`src/rtl/ola_pkg.sv`:
```
// Package for the ordered list: command and status codes, field widths and shared types.
`default_nettype none
package ola_pkg;

    localparam int CAPACITY_DEF = 64;

    localparam int CMD_W   = 2;
    localparam int WORD_W  = 32;
    localparam int INDEX_W = 6;
    localparam int STS_W   = 2;
    localparam int COUNT_W = 7;

    localparam logic [CMD_W-1:0] CMD_APPEND = 2'd0;
    localparam logic [CMD_W-1:0] CMD_READ   = 2'd1;
    localparam logic [CMD_W-1:0] CMD_REMOVE = 2'd2;

    localparam logic [STS_W-1:0] STS_OK        = 2'd0;
    localparam logic [STS_W-1:0] STS_FULL      = 2'd1;
    localparam logic [STS_W-1:0] STS_NOT_FOUND = 2'd2;
    localparam logic [STS_W-1:0] STS_RANGE     = 2'd3;

    // Token travelling along the row, one cell per cycle
    typedef struct packed {
        logic              tok;
        logic              fnd;
        logic [WORD_W-1:0] dat;
    } t_wave;

    // Controls broadcast to every cell
    typedef struct packed {
        logic               rm;
        logic               wr;
        logic [WORD_W-1:0]  value;
        logic [INDEX_W-1:0] index;
    } t_bcast;

endpackage
`default_nettype wire

```
`src/rtl/ola_cell.sv`:
```
// One cell of the list: holds one entry and forwards the search/read token.
`default_nettype none
module ola_cell #(
    parameter int CAPACITY = ola_pkg::CAPACITY_DEF,
    parameter int POS      = 0
) (
    input  wire                                  i_clk,
    input  wire                                  i_rst_n,
    input  wire ola_pkg::t_bcast                 i_bc,
    input  wire [$clog2(CAPACITY+1)-1:0]         i_count,
    input  wire ola_pkg::t_wave                  i_wave,
    output ola_pkg::t_wave                       o_wave,
    input  wire [ola_pkg::WORD_W-1:0]            i_next_entry,
    output logic [ola_pkg::WORD_W-1:0]           o_entry
);

    localparam int CW = $clog2(CAPACITY+1);
    localparam bit ADDRESSABLE = POS < (1 << ola_pkg::INDEX_W);

    logic [ola_pkg::WORD_W-1:0] r_entry;
    logic [ola_pkg::WORD_W-1:0] n_entry;
    ola_pkg::t_wave             r_wave;
    ola_pkg::t_wave             n_wave;
    logic                       in_list;
    logic                       match;
    logic                       sel;
    logic                       shift;

    assign in_list = CW'(POS) < i_count;
    assign match   = in_list && (r_entry == i_bc.value);
    assign sel     = ADDRESSABLE && (i_bc.index == ola_pkg::INDEX_W'(POS));
    assign shift   = i_wave.tok && i_bc.rm && (i_wave.fnd || match);

    always_comb begin
        n_wave.tok = i_wave.tok;
        n_wave.fnd = i_wave.fnd | (i_bc.rm & match);
        n_wave.dat = (!i_bc.rm && sel) ? r_entry : i_wave.dat;

        n_entry = r_entry;
        if (i_bc.wr && (CW'(POS) == i_count)) begin
            n_entry = i_bc.value;
        end else if (shift) begin
            n_entry = i_next_entry;
        end
    end

    always_ff @(posedge i_clk) begin
        r_entry <= n_entry;
        if (!i_rst_n) begin
            r_wave.tok <= 1'b0;
        end else begin
            r_wave <= n_wave;
        end
    end

    assign o_wave  = r_wave;
    assign o_entry = r_entry;

endmodule
`default_nettype wire
```
`config.mk`:
```
export PLATFORM = sky130hd
export DESIGN_NAME = ola_cell
export DESIGN_NICKNAME = d
export VERILOG_FILES = /design/src/rtl/ola_pkg.sv /design/src/rtl/ola_cell.sv
export SDC_FILE = /design/constraint.sdc
export NUM_CORES = 1
export LEC_CHECK = 0
export ABC_AREA = 0
export BUFFER_PORTS_ARGS = -buffer_cell sky130_fd_sc_hd__buf_4
export CORE_ASPECT_RATIO = 0.9
export CORE_MARGIN = 3
export CORE_UTILIZATION = 48
export DETAILED_ROUTE_END_ITERATION = 8
export GPL_TIMING_DRIVEN = 0
export PLACE_DENSITY = 0.86
export SLEW_MARGIN = 15
export SYNTH_ARGS = -nofsm -noshare
export SYNTH_HDL_FRONTEND = slang
export SYNTH_SLANG_ARGS = --single-unit
```
`constraint.sdc`:
```
create_clock -name i_clk -period 6.1 [get_ports i_clk]
set_input_delay 0.305 -clock i_clk [delete_from_list [all_inputs] [get_ports i_clk]]
set_output_delay 0.305 -clock i_clk [all_outputs]
set_load 0.005 [all_outputs]
```
Word-level counts from Yosys, hierarchy flattened --
Index checks and enable logic that the tools add are counted.
Word-level totals: register bits 66, input port bits 115, output and inout bits 66, logic and storage cells 21
Operators by class: $lt $le $gt $ge 1, equality and inequality tests 1, mux-type cells 3, bitwise operators 2, reduce and logical (&&, ||, !) cells 10
Operators by type and width (count):
- two-way mux 32 bit | 3
- == test 32 bit | 1
- zero test 7 bit | 1
- < comparator 1 x 7 -> 1 bit (first input constant) | 1
- zero test 6 bit | 1
- logical AND 1 bit | 5
- nonzero test 2 bit | 1
- AND 1 bit | 1
- zero test 1 bit | 1
- logical OR 1 bit | 1
- OR 1 bit | 1

Logic depth before layout (Yosys ltp) --
depth after elaboration 6, mapped depth 5, mapped depth without buffers 5

Worst setup path before layout --
Ideal clock, no wire load.
kind register -> register, from register r_entry (netlist bit o_entry[9]), to register r_entry (netlist bit o_entry[0]) (enable), setup time 0.431 ns, arrival time 2.729 ns, data required time 5.669 ns, slack 2.941 ns, stages on the path, launching flop included 6, path buffers 0, period minus slack after synthesis 3.159 ns, cells stage by stage edfxtp_1 -> xnor2_1 -> nand4_1 -> nor4_1 -> nand3_1 -> o211ai_1
On the way: cells in the longest elaborated chain, start to end 5
RTL lines:
- start: declaration | RTL line ola_cell.sv:20 | logic [ola_pkg::WORD_W-1:0] r_entry;
- start signal: assignment | RTL line ola_cell.sv:48 | r_entry <= n_entry;
- == test 32 bit | RTL line ola_cell.sv:30 | assign match = in_list && (r_entry == i_bc.value);
- logical AND 1 bit | RTL line ola_cell.sv:30
- logical OR 1 bit | RTL line ola_cell.sv:32 | assign shift = i_wave.tok && i_bc.rm && (i_wave.fnd || match);
- logical AND 1 bit | RTL line ola_cell.sv:32
- nonzero test 2 bit (no source line)
No other way between the ends. A chain may end at the register's enable or synchronous reset.

Worst setup path after layout --
from register r_entry (netlist bit o_entry[3]), to register r_entry (netlist bit o_entry[9]) (enable)
The elaborated chain is that of the path after synthesis.

==> run metrics <==
antenna violations before repair 0; Max IR drop VDD about 0.13 mV; CP bufs+invs 2; Worst Reg-to-Reg Cells 7; initial core utilization between 50 and 60%; Crit Path Class reg2reg; I/O pin cnt between 150 and 200; Post-CTS Hold Buffers 0; clock skew 9.541 ps; RR Startpoint o_entry[3]; Final Hold Viols 0; min Tclk post-route around 2700 ps; post-synthesis register bit count 66; post-CTS sizing 0; clock slew at reported path FFs about 80 ps; hold_sp i_wave[33]; Design Area, Final roughly 5000 um^2; Worst Setup Start Kind register; DP HPWL ~7200 um; Die H 84.46 um; WHS Path Cells 2; NumNets Final ~500; DR vias/cell 5.113; share of the synthesized area in the top cell type 59.45%; RSZ-0062 raised after global routing no; synth warn 0; Routability Congestion approximately 0.73; worst path cell trace xnor2_1 -> nand4_1 -> nor4_1 -> nand3_1 -> o211ai_1 -> buf_4 -> buf_4; core area around 6400 um^2; CP arrival between 2000 and 3000 ps; H-tree Lvls 3; Routed Antenna Nets 0; total CTS buffers 9; Num Clock Sinks 66; synthesized area per cell 17.19 um^2; Yosys cell types 19; Routed WL a little over 9000 um; Cell Pwr Density between 200 and 250 nW/um^2; sequential cell area fraction in the yosys report roughly three fifths; ANT cells 0; Yosys top cell by area edfxtp_1; # DRC 0; Die X 93.18 um; via count between 2000 and 2500; Required @ worst endpoint between 6000 and 7000 ps; GRT overflow 0; share of cells above drive strength 1 about two thirds; RR Endpoint o_entry[9]; final setup vio count 0; WHS approximately 190 ps; Synth area leaders edfxtp_1 (59%), mux2_4 (13%), mux2_2 (12%); Worst R2R Setup Slack roughly 3400 ps; peak fanout along the critical path 9; worst hold path class in2reg; DIE AREA 7870 um^2; Crit. End Element register; Syn Std Cell Area between 3000 and 4000 um^2; Placed Area ~4800 um^2; CTS tree yes; clock tree root driver cell clkbuf_8; DR iter-0 viols around 100; Slowest cell on crit path nor4_1; largest net degree at the start of global routing 35; setup bufs post-CTS 0; Slew @ Worst Pin about 640 ps; max frequency around 0.37 GHz; number of I/O port buffers 180; first-pass GRT wire length 13910 um; Fill cells approximately 410; most common cell after layout, fill and taps aside buf_4; setup tns final 0 ps; clk buf depth 2; Global Route Usage Sum 23.77%; Slowest Stage Delay on Critical Path around 490 ps; Worst Hold End o_wave[33]; most frequent cells in the layout buf_4 (184), edfxtp_1 (65), mux2_2 (35), xnor2_1 (30), mux2_4 (29); Worst path top cell family by delay simple AND/OR/NAND/NOR gates; Max-Cap Viols 0; Post-Synthesis Cells roughly 190; utilization after layout 78.15%; Final Cycle Share between 40 and 50%; Pwr Total between 1000 and 1500 uW; DR pass1 iterations 4; P_leak 0.002167 uW; status complete, no violations; cell row count 27; Worst-Skew Late Latency around 340 ps; WL/cell between 15 and 20 um; Area Growth Syn to Fin 51.98%; Slew HR 57.40%; syn_nets 306; Slew Limit Fails 0; most used cell, CP buf_4; vias in the first global route roughly 2600
## kinds of logic (layout without fill, tap and decap cells)
kind of cell / count (synthesis) / count (layout) / synth area share, %
compound gates: 2 / 2 / 0.5336
xor+xnor: 32 / 32 / 8.537
mux: 64 / 64 / 25.27
buf+inv: 6 / 206 / 1.372
simple gates: 21 / 21 / 4.230
flops: 66 / 66 / 60.06
## state kept, by name, summed over array words and instances (netlist names)
register  flops
o_entry      32
o_wave       34
## per-stage QoR
| stage | std cells | setup slack [ps] |
|---|---|---|
| detailed placement | 462 | 3444 |
| global placement | 458 | 1892 |
| floorplan | 191 | 2941 |
| CTS | 478 | 3390 |
| finish | 478 | 3399 |
| global route | 478 | 3161 |
## synth_stat cells, drive strengths merged
master	n
mux2	64
nand4	7
nand2	4
o211ai	1
xor2	2
nor4	4
a41o	1
xnor2	30
or4	1
buf	6
dfxtp	1
and2	1
nor3	2
nand3	2
edfxtp	65
## layer usage
metal / share of wire (%) / wire, um / vias up / GRT usage, %
met5: 0 / 0 / - / 0
met4: 0.37 / 34 / 0 / 3.728
met3: 8.8 / 804 / 4 / 8.781
met2: 53 / 4839 / 128 / 42.12
met1: 38 / 3502 / 1187 / 28.11
li1: - / - / 1125 / -
## report_power, final
| group | internal, uW | switching (uW) | leakage [uW] |
|---|---|---|---|
| Clock | 229 | 175 | 0.000105 |
| Sequential | 532 | 16.1 | 0.000625 |
| Combinational | 117 | 58.2 | 0.00144 |
## worst max path at each step
stage	start	endpoint	slack (ps)	depth (start not counted)
after floorplan	o_entry[9]	o_entry[0]	2940	5
after global placement	o_entry[17]	o_entry[9]	1890	5
after detailed placement	o_entry[3]	o_entry[9]	3440	7
after CTS	o_entry[3]	o_entry[9]	3390	7
after global routing	o_entry[17]	o_entry[9]	3160	7
final	o_entry[3]	o_entry[9]	3400	7
## final cells by class
cell class,count,area [um^2],area share (%)
Buffer,6,45.04,0.9027
Clock buffer,9,123.9,2.482
Clock inverter,7,92.59,1.856
Multi-Input combinational cell,119,1266,25.38
Sequential cell,66,1972,39.52
Tap cell,87,108.9,2.182
Timing Repair Buffer,184,1381,27.68
(Power assumes the default switching activity.)
